<file path="src/rtl/core/pdbv_pkg.sv">
// ----------------------------------------------------------------------------
// pdbv_pkg
// Shared widths, constants, command/status types and the CORDIC arctangent
// table for the pose difference body velocity block.
// ----------------------------------------------------------------------------
package pdbv_pkg;

   // field widths
   localparam int PosW    = 32;
   localparam int HeadW   = 19;
   localparam int TimeW   = 48;
   localparam int VelW    = 32;

   // internal widths
   localparam int DiffW   = 33;   // position difference
   localparam int AngW    = 20;   // heading arithmetic
   localparam int NumW    = 53;   // scaled dividend / quotient
   localparam int RemW    = 49;   // divider remainder
   localparam int WvW     = 41;   // world velocity after clipping
   localparam int XyW     = 34;   // cordic x and y
   localparam int ZW      = 32;   // cordic angle accumulator
   localparam int TrigW   = 24;   // cos and sin, Q.20
   localparam int AccW    = 64;   // rotation accumulator, Q.36
   localparam int RndW    = 44;   // rounded rotation result
   localparam int CntW    = 6;

   localparam int DivSteps = 53;
   localparam int CorSteps = 20;
   localparam int MacSteps = 6;

   // angle constants in 2^-16 rad
   localparam logic signed [AngW-1:0] PI_Q16      = 20'sd205887;
   localparam logic signed [AngW-1:0] TWO_PI_Q16  = 20'sd411775;
   localparam logic signed [AngW-1:0] HALF_PI_Q16 = 20'sd102944;

   localparam logic signed [TimeW:0]  MIN_DT_US   = 49'sd100;
   localparam logic [19:0]            US_PER_S    = 20'd1000000;
   localparam logic signed [XyW-1:0]  CORDIC_GAIN = 34'sd652032874;

   // clipping limits on quotient magnitudes
   localparam logic [NumW-1:0] WV_LIM  = 53'h100_0000_0000;
   localparam logic [NumW-1:0] YAW_LIM = 53'h8000_0000;

   localparam logic signed [RndW-1:0] OUT_MAX = 44'sh0_7FFF_FFFF;
   localparam logic signed [RndW-1:0] OUT_MIN = -44'sh0_8000_0000;

   // divider operand select
   typedef enum logic [1:0] {
      SEL_X,
      SEL_Y,
      SEL_W
   } pdbv_sel_type;

   // controller to datapath commands
   typedef struct packed {
      logic         capture;
      logic         div_load;
      logic         div_step;
      logic         div_store;
      pdbv_sel_type div_sel;
      logic         cor_step;
      logic [4:0]   cor_idx;
      logic         mac_step;
      logic [2:0]   mac_idx;
      logic         out_load;
   } pdbv_cmd_type;

   // datapath to controller status
   typedef struct packed {
      logic derive;
   } pdbv_sts_type;

   // arctangent of 2^-i in Q24 radians
   function automatic logic signed [ZW-1:0] atan_q24(input logic [4:0] idx);
      logic signed [ZW-1:0] v;
      case (idx)
         5'd0:    v = 32'sd13176795;
         5'd1:    v = 32'sd7778716;
         5'd2:    v = 32'sd4110060;
         5'd3:    v = 32'sd2086331;
         5'd4:    v = 32'sd1047214;
         5'd5:    v = 32'sd524117;
         5'd6:    v = 32'sd262123;
         5'd7:    v = 32'sd131069;
         5'd8:    v = 32'sd65536;
         5'd9:    v = 32'sd32768;
         5'd10:   v = 32'sd16384;
         5'd11:   v = 32'sd8192;
         5'd12:   v = 32'sd4096;
         5'd13:   v = 32'sd2048;
         5'd14:   v = 32'sd1024;
         5'd15:   v = 32'sd512;
         5'd16:   v = 32'sd256;
         5'd17:   v = 32'sd128;
         5'd18:   v = 32'sd64;
         5'd19:   v = 32'sd32;
         default: v = '0;
      endcase
      return v;
   endfunction

endpackage

</file>
<file path="src/rtl/core/pdbv_ctrl.sv">
// ----------------------------------------------------------------------------
// pdbv_ctrl
// Sequencer: accepts a request and, when it is derived, steps the divider
// three times, the cordic and the rotation, then holds the result register handshake.
// ----------------------------------------------------------------------------
module pdbv_ctrl (
   input  logic                  clock,
   input  logic                  reset,
   input  logic                  req_valid,
   output logic                  req_stall,
   output logic                  rsp_valid,
   input  logic                  rsp_stall,
   input  pdbv_pkg::pdbv_sts_type sts,
   output pdbv_pkg::pdbv_cmd_type cmd
);

   typedef enum logic [2:0] {
      S_IDLE,
      S_DECIDE,
      S_DIV_LOAD,
      S_DIV_RUN,
      S_DIV_STORE,
      S_COR,
      S_MAC,
      S_DONE
   } state_type;

   state_type                    state_ff, state_in;
   pdbv_pkg::pdbv_sel_type       sel_ff, sel_in;
   logic [pdbv_pkg::CntW-1:0]    cnt_ff, cnt_in;
   logic                         rsp_valid_ff, rsp_valid_in;
   logic                         out_free;

   assign req_stall = (state_ff != S_IDLE);
   assign rsp_valid = rsp_valid_ff;
   assign out_free  = !rsp_valid_ff || !rsp_stall;

   // next state and commands
   always_comb begin
      state_in     = state_ff;
      sel_in       = sel_ff;
      cnt_in       = cnt_ff;
      rsp_valid_in = rsp_valid_ff && rsp_stall;
      cmd          = '0;
      cmd.div_sel  = sel_ff;
      cmd.cor_idx  = cnt_ff[4:0];
      cmd.mac_idx  = cnt_ff[2:0];
      case (state_ff)
         S_IDLE: begin
            if (req_valid) begin
               cmd.capture = 1'b1;
               state_in    = S_DECIDE;
               sel_in      = pdbv_pkg::SEL_X;
            end
         end
         // derivation decision is registered at capture
         S_DECIDE: begin
            if (sts.derive) begin
               state_in = S_DIV_LOAD;
            end else begin
               state_in = S_DONE;
            end
         end
         S_DIV_LOAD: begin
            cmd.div_load = 1'b1;
            cnt_in       = '0;
            state_in     = S_DIV_RUN;
         end
         S_DIV_RUN: begin
            cmd.div_step = 1'b1;
            cnt_in       = cnt_ff + 1'b1;
            if (cnt_ff == pdbv_pkg::CntW'(pdbv_pkg::DivSteps - 1)) begin
               state_in = S_DIV_STORE;
            end
         end
         S_DIV_STORE: begin
            cmd.div_store = 1'b1;
            cnt_in        = '0;
            case (sel_ff)
               pdbv_pkg::SEL_X: begin
                  sel_in   = pdbv_pkg::SEL_Y;
                  state_in = S_DIV_LOAD;
               end
               pdbv_pkg::SEL_Y: begin
                  sel_in   = pdbv_pkg::SEL_W;
                  state_in = S_DIV_LOAD;
               end
               default: begin
                  state_in = S_COR;
               end
            endcase
         end
         S_COR: begin
            cmd.cor_step = 1'b1;
            cnt_in       = cnt_ff + 1'b1;
            if (cnt_ff == pdbv_pkg::CntW'(pdbv_pkg::CorSteps - 1)) begin
               cnt_in   = '0;
               state_in = S_MAC;
            end
         end
         S_MAC: begin
            cmd.mac_step = 1'b1;
            cnt_in       = cnt_ff + 1'b1;
            if (cnt_ff == pdbv_pkg::CntW'(pdbv_pkg::MacSteps - 1)) begin
               state_in = S_DONE;
            end
         end
         S_DONE: begin
            if (out_free) begin
               cmd.out_load = 1'b1;
               rsp_valid_in = 1'b1;
               state_in     = S_IDLE;
            end
         end
         default: begin
            state_in = S_IDLE;
         end
      endcase
   end

   // state, counter and response valid
   always_ff @(posedge clock) begin
      if (reset) begin
         state_ff     <= S_IDLE;
         sel_ff       <= pdbv_pkg::SEL_X;
         cnt_ff       <= '0;
         rsp_valid_ff <= 1'b0;
      end else begin
         state_ff     <= state_in;
         sel_ff       <= sel_in;
         cnt_ff       <= cnt_in;
         rsp_valid_ff <= rsp_valid_in;
      end
   end

endmodule

</file>
<file path="config.mk">
export PLATFORM = sky130hd
export DESIGN_NAME = pdbv_ctrl
export DESIGN_NICKNAME = d
export VERILOG_FILES = /design/src/rtl/core/pdbv_pkg.sv /design/src/rtl/core/pdbv_ctrl.sv
export SDC_FILE = /design/constraint.sdc
export NUM_CORES = 1
export LEC_CHECK = 0
export ABC_AREA = 1
export BUFFER_PORTS_ARGS = -buffer_cell sky130_fd_sc_hd__buf_2
export CAP_MARGIN = 25
export CORE_ASPECT_RATIO = 1.1
export CORE_MARGIN = 8
export CORE_UTILIZATION = 45
export DETAILED_ROUTE_END_ITERATION = 8
export GPL_TIMING_DRIVEN = 0
export PLACE_DENSITY = 0.73
export RECOVER_POWER = 50
export SLEW_MARGIN = 20
export SYNTH_ARGS = -nofsm -noshare
export SYNTH_HDL_FRONTEND = slang
export SYNTH_SLANG_ARGS = --single-unit
export TNS_END_PERCENT = 50
</file>
<file path="constraint.sdc">
create_clock -name clock -period 1.2 [get_ports clock]
set_input_delay 0.12 -clock clock [delete_from_list [all_inputs] [get_ports clock]]
set_output_delay 0.12 -clock clock [all_outputs]
set_load 0.05 [all_outputs]
</file>
==> results of run 1 <==
## Yosys cell counts
master,number
a21oi_1,6
nand2_2,4
nor3_4,1
inv_1,18
nor2_2,4
nor3b_2,2
o21ai_0,2
nor3_2,1
nand3_1,9
nand3_2,1
nand2_1,27
inv_2,3
ha_1,3
buf_4,8
nor2_1,22
nand2_4,1
nand3b_1,1
nand4_1,2
xor2_1,1
nor2_4,1
dfxtp_1,12
## power by group
group	switching [W]	internal (W)	total, W
clock network	0.000152	0.000185	0.000337
registers	0.000233	0.000530	0.000763
logic	0.00161	0.00120	0.00281
total	0.00199	0.00192	0.00391
## layer usage
| metal | up-vias | share of wire | track usage |
|---|---|---|---|
| met2 | 39 | 0.56 | 0.296 |
| met3 | 12 | 0.046 | 0.0418 |
| met5 | - | 0 | 0 |
| met4 | 0 | 0.036 | 0.107 |
| met1 | 454 | 0.36 | 0.129 |
| li1 | 479 | - | - |
## what timing repair did
item                       in CTS  in global routing
gates resized for setup        49                 27
hold buffers                    0                  0
setup endpoints to repair      22                 27
buffers inserted               13                  3
hold endpoints to repair        0                  0
pin swaps                      17                 14
## worst paths after layout
check	start	to	slack, ns
min reg2reg	sel_ff[0]$_SDFFE_PP0P_	sel_ff[0]$_SDFFE_PP0P_	0.47
min	reset	rsp_valid$_SDFF_PP0_	0.06
max reg2reg	state_ff[2]$_SDFFE_PP0P_	state_ff[1]$_SDFFE_PP0P_	-0.14
max	state_ff[2]$_SDFFE_PP0P_	state_ff[1]$_SDFFE_PP0P_	-0.14
## logic make-up (layout without fill, tap and decap cells)
group / after synthesis / count (layout) / share of synthesized area
buf+inv: 29 / 72 / 0.164
xor+xnor: 1 / 1 / 0.0103
compound gates: 8 / 8 / 0.0472
simple gates: 76 / 76 / 0.451
fa+ha+maj: 3 / 3 / 0.0443
flops: 12 / 12 / 0.283
## registers in the layout (all words and copies together) (netlist names)
register and count:
rsp_valid 1, state_ff 3, cnt_ff 6, sel_ff 2
## area by class of cell
cell class / instances / area, sq um / area share
Timing Repair Buffer: 39 / 359 / 0.244
Sequential cell: 12 / 262 / 0.178
Inverter: 21 / 96.3 / 0.0656
Clock buffer: 4 / 36.3 / 0.0247
Tap cell: 18 / 22.5 / 0.0153
Buffer: 8 / 60.1 / 0.0409
Multi-Input combinational cell: 88 / 633 / 0.431
## metrics by stage
step / power [W] / setup TNS (ns)
6_report: 0.00391 / -1.44
5_1_grt: 0.00412 / -2.58
4_1_cts: 0.00355 / -1.21
3_5_place_dp: 0.00247 / -1.25
3_3_place_gp: 0.00243 / -1.01
2_1_floorplan: 0.00214 / -1.03
==> summary.md, run 1 <==
| Metric | Value |
|---|---|
| Area post-placement | roughly 0.0011 sq mm |
| Clk root buf | clkbuf_4 |
| Synthesized Nets | around 140 |
| Outcome | complete, but fails checks |
| Top cell type by total area after synthesis | dfxtp_1 |
| Core box area | between 0.0015 and 0.002 sq mm |
| Max-slew violations | 0 |
| Clk_lat worst skew | 0.28 ns |
| Clk sinks | 12 |
| Critical path's most frequent cell | nand2_2 |
| Setup CP Type | flop to flop |
| Hold Path Stages | 2 |
| Routed Antenna Nets | 0 |
| Worst Skew | 0.00715 ns |
| Buffers & Inverters on Critical Path | 3 |
| Final WL | 2680 um |
| HPWL Detailed | ~1600 um |
| Initial antenna violation count | 0 |
| Diode count | 0 |
| Critical path depth in cells | 10 |
| Die X-Extent | between 50 and 60 um |
| Commonest non-fill, non-tap cell in the layout | buf_4 |
| Seq cells post-synth | 12 |
| Hold Path Class | input pin to flop |
| Effective utilization at floorplan | 0.476 |
| IO buf count | 23 |
| # DRC | 0 |
| LEAKAGE | approximately 0.68 nW |
| DRT Pass-1 Iters | 4 |
| Cell Rows | 16 |
| Share of Yosys cell area claimed by the top area cell type | 0.283 |
| Register area share after synthesis | 0.283 |
| Layout Cells excl Fill | 190 |
| Worst Tran Pin Value | approximately 0.25 ns |
| Most frequent cells in the layout | 24 x buf_4, 18 x nand2_1, 12 x nor2_1, 12 x inv_1, 11 x buf_6 |
| Slew headroom | 0.833 |
| Critical path's largest stage delay | about 0.42 ns |
| # Max-Cap Violations | 0 |
| CTS Buf Count | 3 |
| Placed insts | 170 |
| Die area | about 0.0035 sq mm |
| Cell count of the worst reg-to-reg path | 10 |
| Netlist Area Pre-Place | 848 sq um |
| Layout cells sized above 1 | 0.634 |
| Critical path capture point type | flop |
| Final number of setup-violating endpoints | 17 |
| H-tree Lvls | 1 |
| Yosys cell types | 21 |
| Post-synthesis instance total | around 130 |
| Vias in the first global route | about 970 |
| I/O pin count | 24 |
| Hold Worst Slack | roughly 0.058 ns |
| Slowest-stage cell, CP | dfxtp_4 |
| F_max | ~740 MHz |
| Worst setup SP type | flop |
| P per Cell Area | between 2000 and 3000 mW/mm^2 |
| Yosys warns | 0 |
| Iteration-0 DRC Markers | 26 |
| RSZ-0062 raised after global routing | yes |
| Top cells by area, synth | dfxtp_1 28%, nand2_1 12%, nor2_1 9.7% |
| CP Cell Sequence | inv_8 -> buf_12 -> nor2_4 -> nand2_2 -> nand2_2 -> inv_2 -> nand2_4 -> nand2_2 -> nand2_2 -> nor2_2 |
| Design area | 0.00147 sq mm |
| Worst-path fanout max | 6 |
| Synth Area per Inst | approximately 6.6 sq um |
| CTS tree | yes |
| Fill count | around 110 |
| GRT Residual Overflow | 0 |
| Worst IR drop on VDD | around 2.1 mV |
| Failing checks | setup timing |
| Place WS | -0.200 ns |
| Wire per inst | around 14 um |
| Chip height | 61.5 um |
| Final setup margin | -0.144 ns |
| First-pass GRT wire length | around 4100 um |
| Via Count | between 900 and 1000 |
| WP data arrival | 1.52 ns |
| Final Hold Vio Count | 0 |
| Final Util | 0.824 |
| Largest net degree at the start of global routing | 8 |
| Placer Congestion | 0.854 |
| Reg clk slew, reported paths | around 0.09 ns |
| Nets | ~180 |
| Via density | roughly 5.2 |
| Final Cycle Share | 1.12 |
| Tmin final | 1.34 ns |
| Maximum root-to-sink buffer count | 2 |
| Total GRT Usage | 0.150 |
| Worst endpoint required time | approximately 1.4 ns |
| Critical path's top delay family | simple AND/OR/NAND/NOR gates |
| Layout area overhead | 73.2% |
Note: power is estimated with default switching activity, not from simulation.
==> inputs of run 2 (changes only) <==
Settings changed: REMOVE_ABC_BUFFERS set to 1.
==> run 2 against run 1 <==
- global-route usage hardly changed
- sequential power is 2% lower
- critical path type unchanged
- die area stayed put
- final cell count is 2.6% lower
- non-clock buffer count is 5 lower
- combinational power is 5% lower
- register-to-register slack worse by 0.04 ns
- setup slack worse by 0.037 ns
- clock power is 3% lower
- highest routed layer unchanged
- the flow still finishes with violations (setup timing)
- power is 4.2% lower
- worst hold slack worse by 0.015 ns
==> summary.md, run 2 (same netlist as run 1, synthesis figures left out) <==
| Metric | Value |
|---|---|
| Diode count | 0 |
| Die X-Extent | between 50 and 60 um |
| Worst Tran Pin Value | 0.256 ns |
| Die area | roughly 0.0035 sq mm |
| Most frequent cells in the layout | 16 x nand2_1, 16 x buf_4, 14 x buf_2 |
| Chip height | 61.5 um |
| Setup TNS | -1.66 ns |
| GRT Residual Overflow | 0 |
| Via Count | between 900 and 1000 |
| Hold Path Stages | 2 |
| Cell count of the worst reg-to-reg path | 7 |
| DRT Pass-1 Iters | 4 |
| Initial antenna violation count | 0 |
| Crit path from | state_ff[0]$_SDFFE_PP0P_ |
| Worst setup SP type | flop |
| Final Util | 0.775 |
| Placer Congestion | roughly 0.85 |
| Clk sinks | 12 |
| Core box area | approximately 0.0018 sq mm |
| Reg clk slew, reported paths | 0.08 ns |
| P_sw | approximately 0.0020 W |
| Wire per inst | about 15 um |
| Met1 wire length | between 1000 and 1500 um |
| LEAKAGE | 0.638 nW |
| Design area | 0.00138 sq mm |
| Worst endpoint required time | 1.41 ns |
| Met3 wire length | ~150 um |
| Slew headroom | 0.829 |
| Crit Reg-Reg Endpoint | state_ff[2]$_SDFFE_PP0P_ |
| Maximum root-to-sink buffer count | 2 |
| CTS tree | yes |
| IO buf count | 23 |
| Layout area overhead | 62.8% |
| Uppermost routed layer | met4 |
| # Max-Cap Violations | 0 |
| Final number of setup-violating endpoints | 19 |
| Tmin final | around 1.4 ns |
| Top reg by flops | cnt_ff |
| CTS Hold Buffers Added | 0 |
| Final Hold Vio Count | 0 |
| Largest net degree at the start of global routing | 8 |
| Layout Cells excl Fill | 185 |
| CTS Buf Count | 3 |
| Met2 WL post-DR | approximately 1500 um |
| Failing checks | setup timing |
| Combinational share of power | 0.712 |
| P per Cell Area | about 2700 mW/mm^2 |
| Hold Path Class | input pin to flop |
| Worst Skew | 0.00636 ns |
| Worst IR drop on VDD | between 2 and 2.5 mV |
| Iteration-0 DRC Markers | 19 |
| Worst-path fanout max | 7 |
| WP data arrival | about 1.6 ns |
| Vias in the first global route | 971 |
| Final setup margin | -0.180 ns |
| R2r startpoint | state_ff[0]$_SDFFE_PP0P_ |
| Clk root buf | clkbuf_4 |
| Area post-placement | ~930 sq um |
| RSZ-0062 raised after global routing | yes |
| Placed insts | approximately 160 |
| # DRC | 0 |
| Effective utilization at floorplan | 0.476 |
| Layout cells sized above 1 | 0.641 |
| Hold Worst Slack | ~0.043 ns |
| Clock power frac | 0.087 |
| Largest registers | cnt_ff x6, state_ff x3, sel_ff x2 |
| Cell Rows | 16 |
| Max reg flops | 6 |
| H-tree Lvls | 1 |
| HPWL Detailed | 1550 um |
| Routed Antenna Nets | 0 |
| I/O pin count | 24 |
| Switching share of power | 0.531 |
| Outcome | complete, but fails checks |
| F_max | around 720 MHz |
| R2R setup slack | -0.18 ns |
| Clk_lat worst skew | between 0.2 and 0.3 ns |
| Final Cycle Share | 1.15 |
| Max-slew violations | 0 |
| Critical path capture point type | flop |
| Via density | around 5.3 |
| Total GRT Usage | 0.150 |
| Nets | ~180 |
| Critical path destination | state_ff[2]$_SDFFE_PP0P_ |
| Setup CP Type | flop to flop |
| Power Internal | roughly 0.0018 W |
| First-pass GRT wire length | approximately 4100 um |
| Final WL | roughly 2800 um |
| Sequential power share | 0.200 |
## run 2: repair_timing
item	4_1_cts	5_1_grt
cloned	0	0
buffers inserted	15	4
setup endpoints to repair	17	18
resized for setup	65	27
pin swaps	9	13
## run 2: final cells by class
class,instances,area (sq um)
Tap cell,18,22.5
Sequential cell,12,262
Timing Repair Buffer,42,337
Multi-Input combinational cell,88,626
Fill cell,113,400
Inverter,21,98.8
Clock buffer,4,36.3
## run 2: routing by layer
metal	track usage	vias up
met4	0.118	0
met1	0.143	444
met2	0.278	55
met3	0.0355	19
met5	0	-
li1	-	467
## run 2: worst min-delay path by stage
| stage | endpoint | startpoint | slack (ns) |
|---|---|---|---|
| after detailed placement | rsp_valid$_SDFF_PP0_ | reset | 0.34 |
| after floorplan | rsp_valid$_SDFF_PP0_ | reset | 0.19 |
| after global placement | sel_ff[1]$_SDFFE_PP0P_ | reset | 0.34 |
| after CTS | rsp_valid$_SDFF_PP0_ | reset | 0.05 |
| after global routing | rsp_valid$_SDFF_PP0_ | reset | 0.04 |
| final | rsp_valid$_SDFF_PP0_ | reset | 0.04 |
## run 2: stage by stage
step | power, W | setup slack (ns)
after floorplan | 0.00187 | -0.797
after global placement | 0.00216 | -0.157
after detailed placement | 0.00218 | -0.195
after CTS | 0.00340 | -0.124
after global routing | 0.00394 | -0.190
final | 0.00375 | -0.180
## run 2: power groups by stage
stage	logic (W)	clock network [W]	registers [W]
2_1_floorplan	0.00104	0	0.000830
3_3_place_gp	0.00155	0	0.000607
3_5_place_dp	0.00157	0	0.000612
4_1_cts	0.00235	0.000343	0.000711
5_1_grt	0.00282	0.000360	0.000763
6_report	0.00267	0.000328	0.000751
## run 2: worst max-delay path, stage by stage, from the launching register on
cell     delay, ns
dfxtp_4       0.40
buf_6         0.13
nor3_4        0.23
buf_4         0.17
nand2_1       0.08
nand4_1       0.13
nor2_2        0.06
nor2_1        0.10
